$ cat src/hw/rtl/toy_word_machine_executor_defines.svh
// Assertion macros shared by the toy word machine executor RTL.
// Stand-alone header; the files that check behavior include it.
`ifndef TOY_WORD_MACHINE_EXECUTOR_DEFINES_SVH
`define TOY_WORD_MACHINE_EXECUTOR_DEFINES_SVH

// Same-cycle implication, disabled while reset is high.
`define TWE_ASSERT_NOW(label, clk, rst, ante, cons, msg) \
   label: assert property (@(posedge clk) disable iff (rst) (ante) |-> (cons)) \
      else $error(msg);

// Next-cycle implication, disabled while reset is high.
`define TWE_ASSERT_NEXT(label, clk, rst, ante, cons, msg) \
   label: assert property (@(posedge clk) disable iff (rst) (ante) |=> (cons)) \
      else $error(msg);

`endif

$ cat src/hw/rtl/twe_pkg.sv
// Package of the toy word machine executor: codes, characters and the
// command/status structs between controller and datapath. No dependencies.
`default_nettype none

package twe_pkg;

   localparam int ADDR_CALC_W = 8;
   localparam int CARD_WORDS  = 10;

   typedef enum logic [1:0] {
      REQ_NEW  = 2'd0,
      REQ_PROG = 2'd1,
      REQ_STEP = 2'd2,
      REQ_DATA = 2'd3
   } req_kind_type;

   typedef enum logic [1:0] {
      MODE_RUN  = 2'd0,
      MODE_LOAD = 2'd1,
      MODE_WAIT = 2'd2,
      MODE_STOP = 2'd3
   } mode_type;

   localparam logic [3:0] ST_EXEC    = 4'd0;
   localparam logic [3:0] ST_WANT    = 4'd1;
   localparam logic [3:0] ST_PRINT   = 4'd2;
   localparam logic [3:0] ST_TERM    = 4'd3;
   localparam logic [3:0] ST_END     = 4'd4;
   localparam logic [3:0] ST_IDLE    = 4'd5;
   localparam logic [3:0] ST_BADADDR = 4'd6;
   localparam logic [3:0] ST_STORED  = 4'd7;
   localparam logic [3:0] ST_FULL    = 4'd8;
   localparam logic [3:0] ST_DATA    = 4'd9;
   localparam logic [3:0] ST_RESET   = 4'd10;
   localparam logic [3:0] ST_UNEXP   = 4'd11;

   localparam logic [7:0] CH_G = 8'h47;
   localparam logic [7:0] CH_D = 8'h44;
   localparam logic [7:0] CH_P = 8'h50;
   localparam logic [7:0] CH_H = 8'h48;
   localparam logic [7:0] CH_L = 8'h4C;
   localparam logic [7:0] CH_R = 8'h52;
   localparam logic [7:0] CH_S = 8'h53;
   localparam logic [7:0] CH_C = 8'h43;
   localparam logic [7:0] CH_B = 8'h42;
   localparam logic [7:0] CH_T = 8'h54;
   localparam logic [7:0] CH_0 = 8'h30;
   localparam logic [7:0] CH_9 = 8'h39;

   typedef enum logic [1:0] {
      EX_SINGLE = 2'd0,
      EX_OPER   = 2'd1,
      EX_PRINT  = 2'd2
   } ex_kind_type;

   typedef struct packed {
      logic latch_req;
      logic do_decide;
      logic do_fetch;
      logic do_exec;
      logic do_oper;
      logic print_rd;
      logic print_out;
   } cmd_type;

   typedef struct packed {
      logic        decide_reads;
      ex_kind_type ex_kind;
      logic        print_last;
      logic        out_free;
   } stat_type;

endpackage

`default_nettype wire

$ cat src/hw/rtl/twe_channels.sv
// Valid/ready channel interfaces of the toy word machine executor:
// the request channel and the response channel. No dependencies.
`default_nettype none

interface twe_req_if;
   logic        valid;
   logic        ready;
   logic [1:0]  req_type;
   logic [31:0] word_in;
   logic        card_end;

   modport source (output valid, output req_type, output word_in, output card_end,
                   input ready);
   modport sink (input valid, input req_type, input word_in, input card_end,
                 output ready);
endinterface

interface twe_rsp_if;
   logic        valid;
   logic        ready;
   logic [3:0]  status;
   logic [31:0] out_word;
   logic [3:0]  byte_mask;
   logic        last;

   modport source (output valid, output status, output out_word, output byte_mask,
                   output last, input ready);
   modport sink (input valid, input status, input out_word, input byte_mask,
                 input last, output ready);
endinterface

`default_nettype wire

$ cat src/hw/rtl/twe_ram.sv
// Generic single-port-write, single-port-read RAM with registered read data.
// No dependencies.
`default_nettype none

module twe_ram #(
   parameter int WIDTH = 32,
   parameter int DEPTH = 100
) (
   input  logic                     clock,
   input  logic                     wr_en,
   input  logic [$clog2(DEPTH)-1:0] wr_addr,
   input  logic [WIDTH-1:0]         wr_data,
   input  logic                     rd_en,
   input  logic [$clog2(DEPTH)-1:0] rd_addr,
   output logic [WIDTH-1:0]         rd_data
);

   logic [WIDTH-1:0] mem_ff [DEPTH];
   logic [WIDTH-1:0] rd_data_ff;

   always_ff @(posedge clock) begin
      if (wr_en) begin
         mem_ff[wr_addr] <= wr_data;
      end
      if (rd_en) begin
         rd_data_ff <= mem_ff[rd_addr];
      end
   end

   assign rd_data = rd_data_ff;

endmodule

`default_nettype wire

$ cat src/hw/rtl/twe_ctrl.sv
// Controller state machine of the toy word machine executor.
// Depends on twe_pkg for the command and status structs.
`default_nettype none

module twe_ctrl (
   input  logic             clock,
   input  logic             reset,
   input  logic             req_valid,
   output logic             req_ready,
   input  twe_pkg::stat_type stat,
   output twe_pkg::cmd_type  cmd
);
   import twe_pkg::*;

   typedef enum logic [6:0] {
      S_IDLE   = 7'b0000001,
      S_DECIDE = 7'b0000010,
      S_FETCH  = 7'b0000100,
      S_EXEC   = 7'b0001000,
      S_OPER   = 7'b0010000,
      S_PRT_RD = 7'b0100000,
      S_PRT_WR = 7'b1000000
   } ctrl_state_type;

   ctrl_state_type state_ff, state_in;

   always_comb begin
      state_in = state_ff;
      cmd      = '0;
      unique case (state_ff)
         S_IDLE: begin
            if (req_valid) begin
               cmd.latch_req = 1'b1;
               state_in      = S_DECIDE;
            end
         end
         S_DECIDE: begin
            // A step that runs only starts a fetch, so it needs no free result slot.
            if (stat.decide_reads) begin
               cmd.do_decide = 1'b1;
               state_in      = S_FETCH;
            end else if (stat.out_free) begin
               cmd.do_decide = 1'b1;
               state_in      = S_IDLE;
            end
         end
         S_FETCH: begin
            cmd.do_fetch = 1'b1;
            state_in     = S_EXEC;
         end
         S_EXEC: begin
            unique case (stat.ex_kind)
               EX_OPER: begin
                  cmd.do_exec = 1'b1;
                  state_in    = S_OPER;
               end
               EX_PRINT: begin
                  cmd.do_exec = 1'b1;
                  state_in    = S_PRT_RD;
               end
               default: begin
                  if (stat.out_free) begin
                     cmd.do_exec = 1'b1;
                     state_in    = S_IDLE;
                  end
               end
            endcase
         end
         S_OPER: begin
            if (stat.out_free) begin
               cmd.do_oper = 1'b1;
               state_in    = S_IDLE;
            end
         end
         S_PRT_RD: begin
            cmd.print_rd = 1'b1;
            state_in     = S_PRT_WR;
         end
         S_PRT_WR: begin
            if (stat.out_free) begin
               cmd.print_out = 1'b1;
               state_in      = stat.print_last ? S_IDLE : S_PRT_RD;
            end
         end
         default: state_in = S_IDLE;
      endcase
   end

   always_ff @(posedge clock) begin
      if (reset) begin
         state_ff <= S_IDLE;
      end else begin
         state_ff <= state_in;
      end
   end

   assign req_ready = (state_ff == S_IDLE);

endmodule

`default_nettype wire

$ cat src/hw/rtl/twe_dp.sv
// Datapath of the toy word machine executor: machine registers, word memory
// with per-word valid flags, decode and the result register.
// Depends on twe_pkg and twe_ram.
`default_nettype none

module twe_dp #(
   parameter int MEM_WORDS = 100
) (
   input  logic              clock,
   input  logic              reset,
   input  twe_pkg::cmd_type  cmd,
   output twe_pkg::stat_type stat,
   input  logic [1:0]        req_type,
   input  logic [31:0]       word_in,
   input  logic              card_end,
   input  logic              rsp_ready,
   output logic              rsp_valid,
   output logic [3:0]        rsp_status,
   output logic [31:0]       rsp_word,
   output logic [3:0]        rsp_mask,
   output logic              rsp_last
);
   import twe_pkg::*;

   localparam int AW = $clog2(MEM_WORDS);
   localparam int CW = $clog2(MEM_WORDS + 1);
   localparam logic [CW-1:0]          IC_LIM  = CW'(MEM_WORDS);
   localparam logic [ADDR_CALC_W-1:0] MEM_LIM = ADDR_CALC_W'(MEM_WORDS);
   localparam logic [ADDR_CALC_W-1:0] CARD_N  = ADDR_CALC_W'(CARD_WORDS);

   // Returns {is_digit, value} for one ASCII character.
   function automatic logic [4:0] digit_of(input logic [7:0] c);
      logic [7:0] d;
      logic       ok;
      d  = c - CH_0;
      ok = (c >= CH_0) && (c <= CH_9);
      return {ok, d[3:0]};
   endfunction

   function automatic logic [ADDR_CALC_W-1:0] times_ten(input logic [3:0] v);
      return ADDR_CALC_W'({v, 3'b000}) + ADDR_CALC_W'({v, 1'b0});
   endfunction

   // Latched item
   logic [1:0]  rq_type_ff, rq_type_in;
   logic [31:0] rq_word_ff, rq_word_in;
   logic        rq_end_ff, rq_end_in;

   // Machine state
   logic [31:0]          gp_ff, gp_in;
   logic                 eq_ff, eq_in;
   logic [CW-1:0]        ic_ff, ic_in;
   mode_type             mode_ff, mode_in;
   logic [3:0]           cblk_ff, cblk_in;
   logic [3:0]           coff_ff, coff_in;
   logic [MEM_WORDS-1:0] vld_ff, vld_in;

   // Working registers
   logic [31:0]   ir_ff, ir_in;
   logic          rd_vld_ff, rd_vld_in;
   logic [AW-1:0] p_addr_ff, p_addr_in;
   logic [3:0]    p_cnt_ff, p_cnt_in;

   // Result register
   logic        out_valid_ff, out_valid_in;
   logic [3:0]  out_status_ff, out_status_in;
   logic [31:0] out_word_ff, out_word_in;
   logic [3:0]  out_mask_ff, out_mask_in;
   logic        out_last_ff, out_last_in;

   // Memory port
   logic          wr_en, rd_en;
   logic [AW-1:0] wr_addr, rd_addr;
   logic [31:0]   wr_data, rd_data, mem_word;

   // Decode
   logic [7:0]             op0, op1;
   logic [4:0]             dg1, dg2;
   logic [ADDR_CALC_W-1:0] blk_base, op_addr, card_addr;
   logic                   blk_ok, op_ok, data_ok;
   logic                   is_zero, is_h, is_gd, is_pd, is_lr, is_sr, is_cr, is_bt;
   logic [CW-1:0]          eff_ic;
   logic                   step_go, out_free;
   logic [3:0]             coff_next;

   logic        load_out;
   logic [3:0]  o_status;
   logic [31:0] o_word;
   logic        o_last;

   twe_ram #(.WIDTH(32), .DEPTH(MEM_WORDS)) u_ram (
      .clock   (clock),
      .wr_en   (wr_en),
      .wr_addr (wr_addr),
      .wr_data (wr_data),
      .rd_en   (rd_en),
      .rd_addr (rd_addr),
      .rd_data (rd_data)
   );

   // A word never written since the last job start reads as zero.
   assign mem_word = rd_vld_ff ? rd_data : 32'd0;

   assign op0      = ir_ff[31:24];
   assign op1      = ir_ff[23:16];
   assign dg1      = digit_of(ir_ff[15:8]);
   assign dg2      = digit_of(ir_ff[7:0]);
   assign blk_base = times_ten(dg1[3:0]);
   assign op_addr  = blk_base + ADDR_CALC_W'(dg2[3:0]);
   assign blk_ok   = dg1[4] && (blk_base + CARD_N <= MEM_LIM);
   assign op_ok    = dg1[4] && dg2[4] && (op_addr < MEM_LIM);

   assign is_zero = (op0 == 8'h00);
   assign is_h    = (op0 == CH_H);
   assign is_gd   = (op0 == CH_G) && (op1 == CH_D);
   assign is_pd   = (op0 == CH_P) && (op1 == CH_D);
   assign is_lr   = (op0 == CH_L) && (op1 == CH_R);
   assign is_sr   = (op0 == CH_S) && (op1 == CH_R);
   assign is_cr   = (op0 == CH_C) && (op1 == CH_R);
   assign is_bt   = (op0 == CH_B) && (op1 == CH_T);

   assign eff_ic    = (mode_ff == MODE_LOAD) ? '0 : ic_ff;
   assign step_go   = ((mode_ff == MODE_RUN) || (mode_ff == MODE_LOAD)) && (eff_ic < IC_LIM);
   assign out_free  = !out_valid_ff || rsp_ready;
   assign card_addr = times_ten(cblk_ff) + ADDR_CALC_W'(coff_ff);
   assign coff_next = coff_ff + 4'd1;
   assign data_ok   = (mode_ff == MODE_WAIT) && (ADDR_CALC_W'(coff_ff) < CARD_N) &&
                      (card_addr < MEM_LIM);

   always_comb begin
      stat.decide_reads = (rq_type_ff == REQ_STEP) && step_go;
      stat.out_free     = out_free;
      stat.print_last   = (p_cnt_ff == 4'(CARD_WORDS - 1));
      if (is_pd && blk_ok) begin
         stat.ex_kind = EX_PRINT;
      end else if ((is_lr || is_cr) && op_ok) begin
         stat.ex_kind = EX_OPER;
      end else begin
         stat.ex_kind = EX_SINGLE;
      end
   end

   always_comb begin
      rq_type_in = rq_type_ff;
      rq_word_in = rq_word_ff;
      rq_end_in  = rq_end_ff;
      gp_in      = gp_ff;
      eq_in      = eq_ff;
      ic_in      = ic_ff;
      mode_in    = mode_ff;
      cblk_in    = cblk_ff;
      coff_in    = coff_ff;
      vld_in     = vld_ff;
      ir_in      = ir_ff;
      rd_vld_in  = rd_vld_ff;
      p_addr_in  = p_addr_ff;
      p_cnt_in   = p_cnt_ff;
      wr_en      = 1'b0;
      wr_addr    = '0;
      wr_data    = '0;
      rd_en      = 1'b0;
      rd_addr    = '0;
      load_out   = 1'b0;
      o_status   = ST_EXEC;
      o_word     = '0;
      o_last     = 1'b1;

      if (cmd.latch_req) begin
         rq_type_in = req_type;
         rq_word_in = word_in;
         rq_end_in  = card_end;
      end

      if (cmd.do_decide) begin
         unique case (rq_type_ff)
            REQ_NEW: begin
               vld_in   = '0;
               gp_in    = '0;
               eq_in    = 1'b1;
               ic_in    = '0;
               cblk_in  = '0;
               coff_in  = '0;
               mode_in  = MODE_LOAD;
               load_out = 1'b1;
               o_status = ST_RESET;
            end
            REQ_PROG: begin
               mode_in  = MODE_LOAD;
               load_out = 1'b1;
               if (ic_ff >= IC_LIM) begin
                  o_status = ST_FULL;
               end else begin
                  wr_en    = 1'b1;
                  wr_addr  = ic_ff[AW-1:0];
                  wr_data  = rq_word_ff;
                  ic_in    = ic_ff + CW'(1);
                  o_status = ST_STORED;
               end
            end
            REQ_STEP: begin
               // The first step after loading restarts the program at word zero.
               if (mode_ff == MODE_LOAD) begin
                  ic_in   = '0;
                  mode_in = MODE_RUN;
               end
               if (mode_ff == MODE_WAIT) begin
                  load_out = 1'b1;
                  o_status = ST_WANT;
               end else if (mode_ff == MODE_STOP) begin
                  load_out = 1'b1;
                  o_status = ST_IDLE;
               end else if (!step_go) begin
                  mode_in  = MODE_STOP;
                  load_out = 1'b1;
                  o_status = ST_END;
               end else begin
                  rd_en   = 1'b1;
                  rd_addr = eff_ic[AW-1:0];
               end
            end
            default: begin
               load_out = 1'b1;
               if (data_ok) begin
                  wr_en    = 1'b1;
                  wr_addr  = card_addr[AW-1:0];
                  wr_data  = rq_word_ff;
                  coff_in  = coff_next;
                  if (rq_end_ff || (ADDR_CALC_W'(coff_next) >= CARD_N)) begin
                     mode_in = MODE_RUN;
                  end
                  o_status = ST_DATA;
               end else begin
                  o_status = ST_UNEXP;
               end
            end
         endcase
      end

      if (cmd.do_fetch) begin
         ir_in = mem_word;
      end

      if (cmd.do_exec) begin
         if (is_zero) begin
            mode_in  = MODE_STOP;
            load_out = 1'b1;
            o_status = ST_END;
         end else begin
            ic_in = ic_ff + CW'(1);
            if (is_h) begin
               mode_in  = MODE_STOP;
               load_out = 1'b1;
               o_status = ST_TERM;
            end else if (is_gd || is_pd) begin
               if (!blk_ok) begin
                  mode_in  = MODE_STOP;
                  load_out = 1'b1;
                  o_status = ST_BADADDR;
               end else if (is_gd) begin
                  cblk_in  = dg1[3:0];
                  coff_in  = '0;
                  mode_in  = MODE_WAIT;
                  load_out = 1'b1;
                  o_status = ST_WANT;
               end else begin
                  p_addr_in = blk_base[AW-1:0];
                  p_cnt_in  = '0;
               end
            end else if (is_lr || is_sr || is_cr || is_bt) begin
               if (!op_ok) begin
                  mode_in  = MODE_STOP;
                  load_out = 1'b1;
                  o_status = ST_BADADDR;
               end else if (is_lr || is_cr) begin
                  rd_en   = 1'b1;
                  rd_addr = op_addr[AW-1:0];
               end else begin
                  if (is_sr) begin
                     wr_en   = 1'b1;
                     wr_addr = op_addr[AW-1:0];
                     wr_data = gp_ff;
                  end else if (eq_ff) begin
                     ic_in = op_addr[CW-1:0];
                  end
                  load_out = 1'b1;
                  o_status = ST_EXEC;
               end
            end else begin
               // Unknown opcodes run as no-ops.
               load_out = 1'b1;
               o_status = ST_EXEC;
            end
         end
      end

      if (cmd.do_oper) begin
         if (is_lr) begin
            gp_in = mem_word;
         end else begin
            eq_in = (mem_word == gp_ff);
         end
         load_out = 1'b1;
         o_status = ST_EXEC;
      end

      if (cmd.print_rd) begin
         rd_en   = 1'b1;
         rd_addr = p_addr_ff;
      end

      if (cmd.print_out) begin
         load_out  = 1'b1;
         o_status  = ST_PRINT;
         o_word    = mem_word;
         o_last    = (p_cnt_ff == 4'(CARD_WORDS - 1));
         p_addr_in = p_addr_ff + AW'(1);
         p_cnt_in  = p_cnt_ff + 4'd1;
      end

      if (wr_en) begin
         vld_in[wr_addr] = 1'b1;
      end
      if (rd_en) begin
         rd_vld_in = vld_ff[rd_addr];
      end

      out_valid_in  = out_valid_ff && !rsp_ready;
      out_status_in = out_status_ff;
      out_word_in   = out_word_ff;
      out_mask_in   = out_mask_ff;
      out_last_in   = out_last_ff;
      if (load_out) begin
         out_valid_in  = 1'b1;
         out_status_in = o_status;
         out_word_in   = o_word;
         out_mask_in   = {|o_word[31:24], |o_word[23:16], |o_word[15:8], |o_word[7:0]};
         out_last_in   = o_last;
      end
   end

   always_ff @(posedge clock) begin
      if (reset) begin
         gp_ff        <= '0;
         eq_ff        <= 1'b1;
         ic_ff        <= '0;
         mode_ff      <= MODE_RUN;
         cblk_ff      <= '0;
         coff_ff      <= '0;
         vld_ff       <= '0;
         rd_vld_ff    <= 1'b0;
         out_valid_ff <= 1'b0;
      end else begin
         gp_ff        <= gp_in;
         eq_ff        <= eq_in;
         ic_ff        <= ic_in;
         mode_ff      <= mode_in;
         cblk_ff      <= cblk_in;
         coff_ff      <= coff_in;
         vld_ff       <= vld_in;
         rd_vld_ff    <= rd_vld_in;
         out_valid_ff <= out_valid_in;
      end
   end

   always_ff @(posedge clock) begin
      rq_type_ff    <= rq_type_in;
      rq_word_ff    <= rq_word_in;
      rq_end_ff     <= rq_end_in;
      ir_ff         <= ir_in;
      p_addr_ff     <= p_addr_in;
      p_cnt_ff      <= p_cnt_in;
      out_status_ff <= out_status_in;
      out_word_ff   <= out_word_in;
      out_mask_ff   <= out_mask_in;
      out_last_ff   <= out_last_in;
   end

   assign rsp_valid  = out_valid_ff;
   assign rsp_status = out_status_ff;
   assign rsp_word   = out_word_ff;
   assign rsp_mask   = out_mask_ff;
   assign rsp_last   = out_last_ff;

endmodule

`default_nettype wire

$ cat src/hw/rtl/toy_word_machine_executor.sv
// Toy word machine executor, top level: controller plus datapath.
// Depends on twe_pkg, twe_channels, twe_ram, twe_ctrl, twe_dp and the defines header.
//
// Usage: items arrive on req_bus (valid/ready) with a request type, a four-character
// word and a card-end flag; results leave on rsp_bus (valid/ready) with a status,
// an output word, its nonzero-character mask and a last flag on the final result.
// One item is worked at a time. New-job, program-word and data-card items, and steps
// that fetch nothing, load their result register from the decide state; a step that
// fetches passes the decide, fetch and execute states, and LR and CR add an operand
// state for a second memory read. A PD step then alternates a print-read and a
// print-write state for each printed word, since every memory read has a registered output.
// The next item is accepted in the cycle after its predecessor's last result is
// loaded, even while that result still waits in the output register.
// If the receiver stalls, the result is held and work stops at the next result.
// Reset (synchronous, active high) empties the result register and restores the
// machine registers; memory words read as zero through per-word valid flags, so
// no clearing pass is needed and items are accepted right after reset.
`default_nettype none
`include "toy_word_machine_executor_defines.svh"

module toy_word_machine_executor #(
   parameter int MEM_WORDS = 100
) (
   input  logic      clock,
   input  logic      reset,
   twe_req_if.sink   req_bus,
   twe_rsp_if.source rsp_bus
);
   import twe_pkg::*;

   cmd_type  cmd;
   stat_type stat;

   logic req_fire;
   logic rsp_mid_burst;
   logic rsp_plain;
   logic rsp_plain_empty;

   twe_ctrl u_ctrl (
      .clock     (clock),
      .reset     (reset),
      .req_valid (req_bus.valid),
      .req_ready (req_bus.ready),
      .stat      (stat),
      .cmd       (cmd)
   );

   twe_dp #(.MEM_WORDS(MEM_WORDS)) u_dp (
      .clock      (clock),
      .reset      (reset),
      .cmd        (cmd),
      .stat       (stat),
      .req_type   (req_bus.req_type),
      .word_in    (req_bus.word_in),
      .card_end   (req_bus.card_end),
      .rsp_ready  (rsp_bus.ready),
      .rsp_valid  (rsp_bus.valid),
      .rsp_status (rsp_bus.status),
      .rsp_word   (rsp_bus.out_word),
      .rsp_mask   (rsp_bus.byte_mask),
      .rsp_last   (rsp_bus.last)
   );

   assign req_fire        = req_bus.valid && req_bus.ready;
   assign rsp_mid_burst   = rsp_bus.valid && !rsp_bus.last;
   assign rsp_plain       = rsp_bus.valid && (rsp_bus.status != ST_PRINT);
   assign rsp_plain_empty = (rsp_bus.out_word == 32'd0) && (rsp_bus.byte_mask == 4'd0);

   `TWE_ASSERT_NEXT(a_one_at_a_time, clock, reset, req_fire, !req_bus.ready, "accept while busy")
   `TWE_ASSERT_NOW(a_burst_blocks, clock, reset, rsp_mid_burst, !req_bus.ready, "accept mid burst")
   `TWE_ASSERT_NOW(a_plain_empty, clock, reset, rsp_plain, rsp_plain_empty, "word on plain result")

endmodule

`default_nettype wire
$ cat src/flat_wrapper.sv
// flat-port wrapper written by rule: the top's interface ports become plain ports
module toy_word_machine_executor_flat import twe_pkg::*;
#(
   parameter int MEM_WORDS = 100
)
  (clock, reset, req_bus_valid, req_bus_req_type, req_bus_word_in, req_bus_card_end, req_bus_ready, rsp_bus_valid, rsp_bus_status, rsp_bus_out_word, rsp_bus_byte_mask, rsp_bus_last, rsp_bus_ready);
  twe_req_if req_bus_i ();
  twe_rsp_if rsp_bus_i ();
  input  logic clock;
  input  logic reset;
  input wire logic [$bits(req_bus_i.valid)-1:0] req_bus_valid;
  input wire logic [$bits(req_bus_i.req_type)-1:0] req_bus_req_type;
  input wire logic [$bits(req_bus_i.word_in)-1:0] req_bus_word_in;
  input wire logic [$bits(req_bus_i.card_end)-1:0] req_bus_card_end;
  output wire logic [$bits(req_bus_i.ready)-1:0] req_bus_ready;
  output wire logic [$bits(rsp_bus_i.valid)-1:0] rsp_bus_valid;
  output wire logic [$bits(rsp_bus_i.status)-1:0] rsp_bus_status;
  output wire logic [$bits(rsp_bus_i.out_word)-1:0] rsp_bus_out_word;
  output wire logic [$bits(rsp_bus_i.byte_mask)-1:0] rsp_bus_byte_mask;
  output wire logic [$bits(rsp_bus_i.last)-1:0] rsp_bus_last;
  input wire logic [$bits(rsp_bus_i.ready)-1:0] rsp_bus_ready;
  assign req_bus_i.valid = req_bus_valid;
  assign req_bus_i.req_type = req_bus_req_type;
  assign req_bus_i.word_in = req_bus_word_in;
  assign req_bus_i.card_end = req_bus_card_end;
  assign req_bus_ready = req_bus_i.ready;
  assign rsp_bus_valid = rsp_bus_i.valid;
  assign rsp_bus_status = rsp_bus_i.status;
  assign rsp_bus_out_word = rsp_bus_i.out_word;
  assign rsp_bus_byte_mask = rsp_bus_i.byte_mask;
  assign rsp_bus_last = rsp_bus_i.last;
  assign rsp_bus_i.ready = rsp_bus_ready;
  toy_word_machine_executor #(.MEM_WORDS(MEM_WORDS)) u_core (.clock(clock), .reset(reset), .req_bus(req_bus_i), .rsp_bus(rsp_bus_i));
endmodule
$ cat config.mk
export PLATFORM = sky130hd
export DESIGN_NAME = toy_word_machine_executor_flat
export DESIGN_NICKNAME = d
export VERILOG_FILES = /design/src/hw/rtl/twe_pkg.sv /design/src/hw/rtl/twe_channels.sv /design/src/hw/rtl/twe_ram.sv /design/src/hw/rtl/twe_ctrl.sv /design/src/hw/rtl/twe_dp.sv /design/src/hw/rtl/toy_word_machine_executor.sv /design/src/flat_wrapper.sv
export VERILOG_INCLUDE_DIRS = /design/src /design/src/hw/rtl
export SDC_FILE = /design/constraint.sdc
export NUM_CORES = 2
export LEC_CHECK = 0
export BUFFER_PORTS_ARGS = -buffer_cell sky130_fd_sc_hd__buf_2
export CORE_ASPECT_RATIO = 1.5
export CORE_MARGIN = 1.5
export CORE_UTILIZATION = 50
export DETAILED_ROUTE_END_ITERATION = 6
export GPL_TIMING_DRIVEN = 0
export PLACE_DENSITY = 0.69
export SYNTH_ARGS = -nofsm -noshare
export SYNTH_HDL_FRONTEND = slang
export SYNTH_HIERARCHICAL = 1
export SYNTH_SLANG_ARGS = --single-unit
$ cat constraint.sdc
create_clock -name clock -period 12.77 [get_ports clock]
set_input_delay 0 -clock clock [delete_from_list [all_inputs] [get_ports clock]]
set_output_delay 0 -clock clock [all_outputs]
set_load 0.005 [all_outputs]
Word level (Yosys, flattened, before mapping):

Memories as Yosys holds them, arrays and structs flattened. A register that Yosys moved wholly into a read port is not among the register bits.
Cells that the tools add are included.

* register bits: 278
* RAM bits: 3200
* bits of input ports: 39
* memories kept: 1

Memory list
* u_core.u_dp.u_ram.mem_ff: depth 100, width 32, rd ports 1, clocked after memory_dff 1, wr ports 1, line twe_ram.sv:18 `logic [WIDTH-1:0] mem_ff [DEPTH];`

* $lt $le $gt $ge: 14
* reduce and logical (&&, ||, !) cells: 46
* bitwise operators: 1
* multiplexer cells: 195
* eq/ne operators: 31
* add/sub/neg operators: 11

Operator list (number)
* $mux 32: 17
* $mux 7: 47
* $mux 100: 3
* $mux 4: 34
* $or 100x100->100: 1
* $eq 8x7->1 const B: 10
* $pmux 32 s2: 1
* $mux 1: 61
* $pmux 7 s7: 1
* $mux 2: 18
* $eq 32x32->1: 1
* $reduce_or 8->1: 4
* $pmux 7 s2: 2
* $pmux 7 s3: 1
* $logic_and 1x1->1: 19
* $add 7x5->8: 2
* $add 8x4->8: 2
* $ge 8x6->1 const B: 2
* $le 8x6->1 const B: 2
* $lt 7x8->1 const B: 2
* $lt 8x7->1 const B: 2
* $add 7x1->7 const B: 2
* $pmux 4 s3: 1
* $reduce_or 2->1: 5
* 35 further kinds: 58

Logic depth before layout (Yosys ltp):

* word-level depth: 22
* gate-level depth with buffers: 32
* mapped depth without buffers: 25

By module:

The synthesis kept the hierarchy.

Modules (own cells, without submodules)
* twe_ram: times used 1, area each 123150.6 µm², sequential area each 97053.1 µm², cells each 5217
* twe_dp: times used 1, area each 14005.9 µm², sequential area each 6616.3 µm², cells each 1483
* twe_ctrl: times used 1, area each 586.8 µm², sequential area each 140.1 µm², cells each 75

Worst setup path before layout:

Ideal clock, no wire load.

* kind: flip-flop to flip-flop
* start: reg u_core.u_dp.ir_ff[8]
* end: mem u_core.u_dp.u_ram.mem_ff[0][0], data pin
* data required time: 11790 ps
* path slack: 3694 ps
* arrival time: 8097 ps
* clock period less this slack: 9076 ps
* buffers on the path: 3
* setup time: 980 ps
* stages on the path, launching flop included: 21
* path through: edfxtp_1 -> ha_1 -> ha_1 -> xnor2_1 -> a221oi_1 -> mux2_2 -> a311oi_2 -> buf_4 -> nand2_1 -> inv_1 -> inv_1 -> ha_1 -> nor2b_1 -> nor3b_1 -> clkbuf_1 -> o41ai_1 -> a31oi_1 -> nand3_1 -> clkbuf_1 -> nand2_1 -> o21ai_0

RTL lines
* start: declaration: line twe_dp.sv:59 `logic [31:0] ir_ff, ir_in;`
* start signal: assignment: line twe_dp.sv:369 `ir_ff <= ir_in;`
* end: declaration: line twe_ram.sv:18

==> impl_metrics.json <==
{
  "netSwitchingFraction_pct": 20.1,
  "grt_start_max_net_pins": 46,
  "post_cts_resized": 0,
  "synth_area_leaders": "edfxtp_1, mux4_2, dfxtp_1, mux2i_1, nor2_1",
  "hold_viol": 0,
  "slew_viol_final": 80,
  "critical_path.startpoint_type": "register",
  "clockRootBuffer": "clkbuf_16",
  "dieArea_um2": 279000,
  "number_of_global_route_vias_before_repair": 75312,
  "io_buffer_count": 81,
  "routed_via_density": 6.87,
  "crit_path_frequent_cell": "buf_2",
  "cts_inserted_buffers": 318,
  "cts.hold.buffers_added": 74,
  "cp.arrival_ps": 13410,
  "initial_core_util_pct": 50.4,
  "synthesis.yosys.warnings": 6,
  "grt_setup_unrepaired": "false",
  "drcViolationCount": 2,
  "worstReg2RegEnd": "u_core/u_dp/u_ram/rd_data[31]$_DFFE_PP_",
  "internal_power_mw": 18.1,
  "postRouteAntennaNets": 0,
  "crit_path_top_delay_cell": "o21ai_0",
  "detailedPlacementHpwl_mm": 356,
  "timing_worst_slew_pin_value_ps": 1640,
  "capturing_instance_or_port_of_the_critical_path": "u_core/u_dp/u_ram/rd_data[31]$_DFFE_PP_",
  "dr_total_vias": 77610,
  "grt_first_pass_wirelength_mm": 660,
  "holdCritPathClass": "primary input to register",
  "clock_slew_at_reported_path_ffs_ps": 70,
  "power.sequential.fraction_pct": 55.3,
  "synth_top_flop_cell": "edfxtp_1",
  "critical_path_peak_fanout": 10,
  "finalNetCount": 7542,
  "power.total_mw": 22.7,
  "start_point_of_the_worst_hold_path": "rsp_bus_ready",
  "number_of_instances_in_the_synthesized_netlist": 6775,
  "total_setup_violations_reported_at_the_end_of_the_flow": 1,
  "worst_setup_path_startpoint": "u_core/u_dp/ir_ff[8]$_DFFE_PP_",
  "row_count": 235,
  "synth_common_cells": "edfxtp_1, mux4_2, nor2_1",
  "async_flop_share_pct": 0,
  "place.gp.congestion": 1.03,
  "violations": "design-rule violations, max-capacitance violations, max-slew violations, negative setup slack",
  "final_worst_clock_skew_ps": 69.9,
  "core_um2": 273000,
  "nets_in_the_synthesized_netlist": 6850,
  "htreeDepth": 5,
  "die_height_um": 646,
  "clockPowerShare_pct": 43.3,
  "max_cap_violations": 9,
  "synth-edff-count": 3351,
  "timing.max_slew.rel_slack_pct": -9.30,
  "critical_path.endpoint_type": "register",
  "postSynthAreaPerCell_um2": 20.3,
  "post_cts.repair.setup_buffers": 0,
  "detailed_route_wire_length_per_cell_um": 44.2,
  "worst_r2r_path_depth": 30,
  "clockBufferDepth": 4,
  "synth_largest_type_area_fraction_pct": 73.1,
  "worst_hold_slack_ps": 124,
  "io-pin-count": 82,
  "synth_sequential_area_ratio_pct": 75.4,
  "netlist.top_cell.by_area": "edfxtp_1",
  "drive_above_1_share_pct": 25.9,
  "p_per_area_nw_per_um2": 142,
  "static-leakage-power_nw": 45.0,
  "finalWorstPathRequiredPeriod_ps": 12870,
  "placedInstanceArea_um2": 148000,
  "most_common_cell_in_the_synthesized_netlist": "edfxtp_1",
  "totalWireLength_mm": 499,
  "fmax_mhz": 77.7,
  "antenna_found_initial": 44,
  "p_comb_share_pct": 1.4,
  "tritoncts": "done",
  "gr-total-overflow": 0,
  "post-route-worst-setup-slack_ps": -103,
  "post_synth_num_cell_types": 97,
  "floorplan.die.width_um": 432,
  "cp_required_ps": 13300,
  "worst_ir_drop_vdd_uv": 109,
  "post_synth_instance_area_um2": 138000,
  "combined_global_route_utilization_of_all_metal_layers_pct": 35.9,
  "syn2layout_area_growth_pct": 15.8,
  "post-route-cell-area_um2": 159000,
  "worst_skew_pair.late_latency_ps": 950,
  "path_class": "register to register",
  "setup.reg_to_reg.worst_slack_ps": -100,
  "status": "complete, but fails checks",
  "final_util_pct": 58.3,
  "regToRegStartpoint": "u_core/u_dp/ir_ff[8]$_DFFE_PP_",
  "yosys_register_bits": 3510,
  "switchingPower_mw": 4.57,
  "first_pass_detailed_route_iteration_total": 7,
  "slowest_delay_ps": 1000,
  "drt_iter0_markers": 12368,
  "timing.final.crit_share_pct": 101,
  "cts.sink_count": 3510,
  "nFillCells": 19573
}
-- cell type report --
cell class                 count  area [um2]  share of cell area (%)
antenna                       23        57.6                  0.0361
clock buffer                 370        8300                    5.21
timing repair buffer         372        5550                    3.48
multi-input combinational   2823       32900                    20.6
buffer                       395        2050                    1.29
tap                         3555        4450                    2.79
clock inverter               200        2160                    1.35
inverter                      47         176                   0.111
sequential                  3510      104000                    65.1
-- cell families (layout without fill, tap and decap cells) --
logic type | after synthesis | in the layout | share of synthesized area (%)
buffers and inverters | 442 | 1384 | 1.59
other | 0 | 23 | 0
multiplexers | 1066 | 1066 | 15.3
flip-flops | 3510 | 3510 | 75.4
adder cells (fa/ha/maj) | 36 | 36 | 0.349
AND/OR/NAND/NOR | 942 | 942 | 3.30
AO/OA/AOI/OAI | 724 | 724 | 3.70
XOR/XNOR | 55 | 55 | 0.350
-- cell usage in the layout (no fill, tap or decap), drive strengths merged, types with 23 or more instances in the layout --
cell            n
mux4          835
ha             32
nand3          99
xnor2          45
nor2b          46
a221oi         34
o21ai         119
edfxtp       3351
a211oi         55
clkinv        141
a31oi          57
a21oi         103
dfxtp         159
buf           484
inv            53
nand2         189
clkbuf        579
a22oi         163
and2           47
bufinv         41
and3           79
dlygate4sd3    74
diode          23
o211ai         26
mux2i         216
nor2          352
-- power by group through the flow --
stage	registers, mW	logic [mW]	clock network (mW)
6_report	12.5	0.323	9.83
5_1_grt	12.5	0.337	10.3
4_1_cts	12.5	0.314	9.87
3_5_place_dp	12.8	0.296	0
3_3_place_gp	12.8	0.251	0
2_1_floorplan	12.8	0.127	0
-- worst min path at each step --
stage / end / slack [ps] / depth (start not counted)
4_1_cts: u_core/u_dp/rsp_valid$_SDFF_PP0_ / 110 / 4
3_5_place_dp: u_core/u_dp/rq_word_ff[13]$_DFFE_PP_ / 180 / 1
5_1_grt: u_core/u_dp/rsp_valid$_SDFF_PP0_ / 110 / 4
6_report: u_core/u_dp/rsp_valid$_SDFF_PP0_ / 120 / 4
2_1_floorplan: u_core/u_ctrl/state_ff[6]$_SDFFE_PP0P_ / 70 / 1
3_3_place_gp: u_core/u_dp/rq_word_ff[17]$_DFFE_PP_ / 180 / 1
-- worst max-delay path, delay by kind of cell (launching register included) --
family / cells / cell delay (ps)
muxes: 1 / 320
xor gates and xnor gates: 1 / 600
buffers and inverters: 13 / 5910
and+or+nand+nor: 5 / 1280
DFF: 1 / 590
AOI/OAI and AO/OA: 7 / 2560
adders and majority gates: 3 / 1160
-- per-layer routing --
metal	global-route usage, %	routed length [um]	part of all wire, %	vias up
met2	57.3	237000	47	5866
met4	32.6	56900	11	12
met5	0	81	0.016	-
li1	-	-	-	29546
met3	9.04	54100	11	1586
met1	39.5	151000	30	40600
-- through the flow --
stage	cells	worst slack, ps	setup TNS (ps)
5_1_grt	11274	47.2	0
6_report	11295	-103	-103
2_1_floorplan	6775	3690	0
3_5_place_dp	10628	404	0
4_1_cts	11272	364	0
3_3_place_gp	10411	-5520	-
-- registers in the layout, summed over array words and instances, names as in the netlist, 32 cells and up --
register and flops:
u_core/u_dp/vld_ff 100, u_core/u_dp/u_ram/mem_ff 3200, u_core/u_dp/u_ram/rd_data 32, u_core/u_dp/rq_word_ff 32, u_core/u_dp/rsp_word 32, u_core/u_dp/gp_ff 32
u_core/u_dp/ir_ff 32
Note: power is estimated with default switching activity, not from simulation.
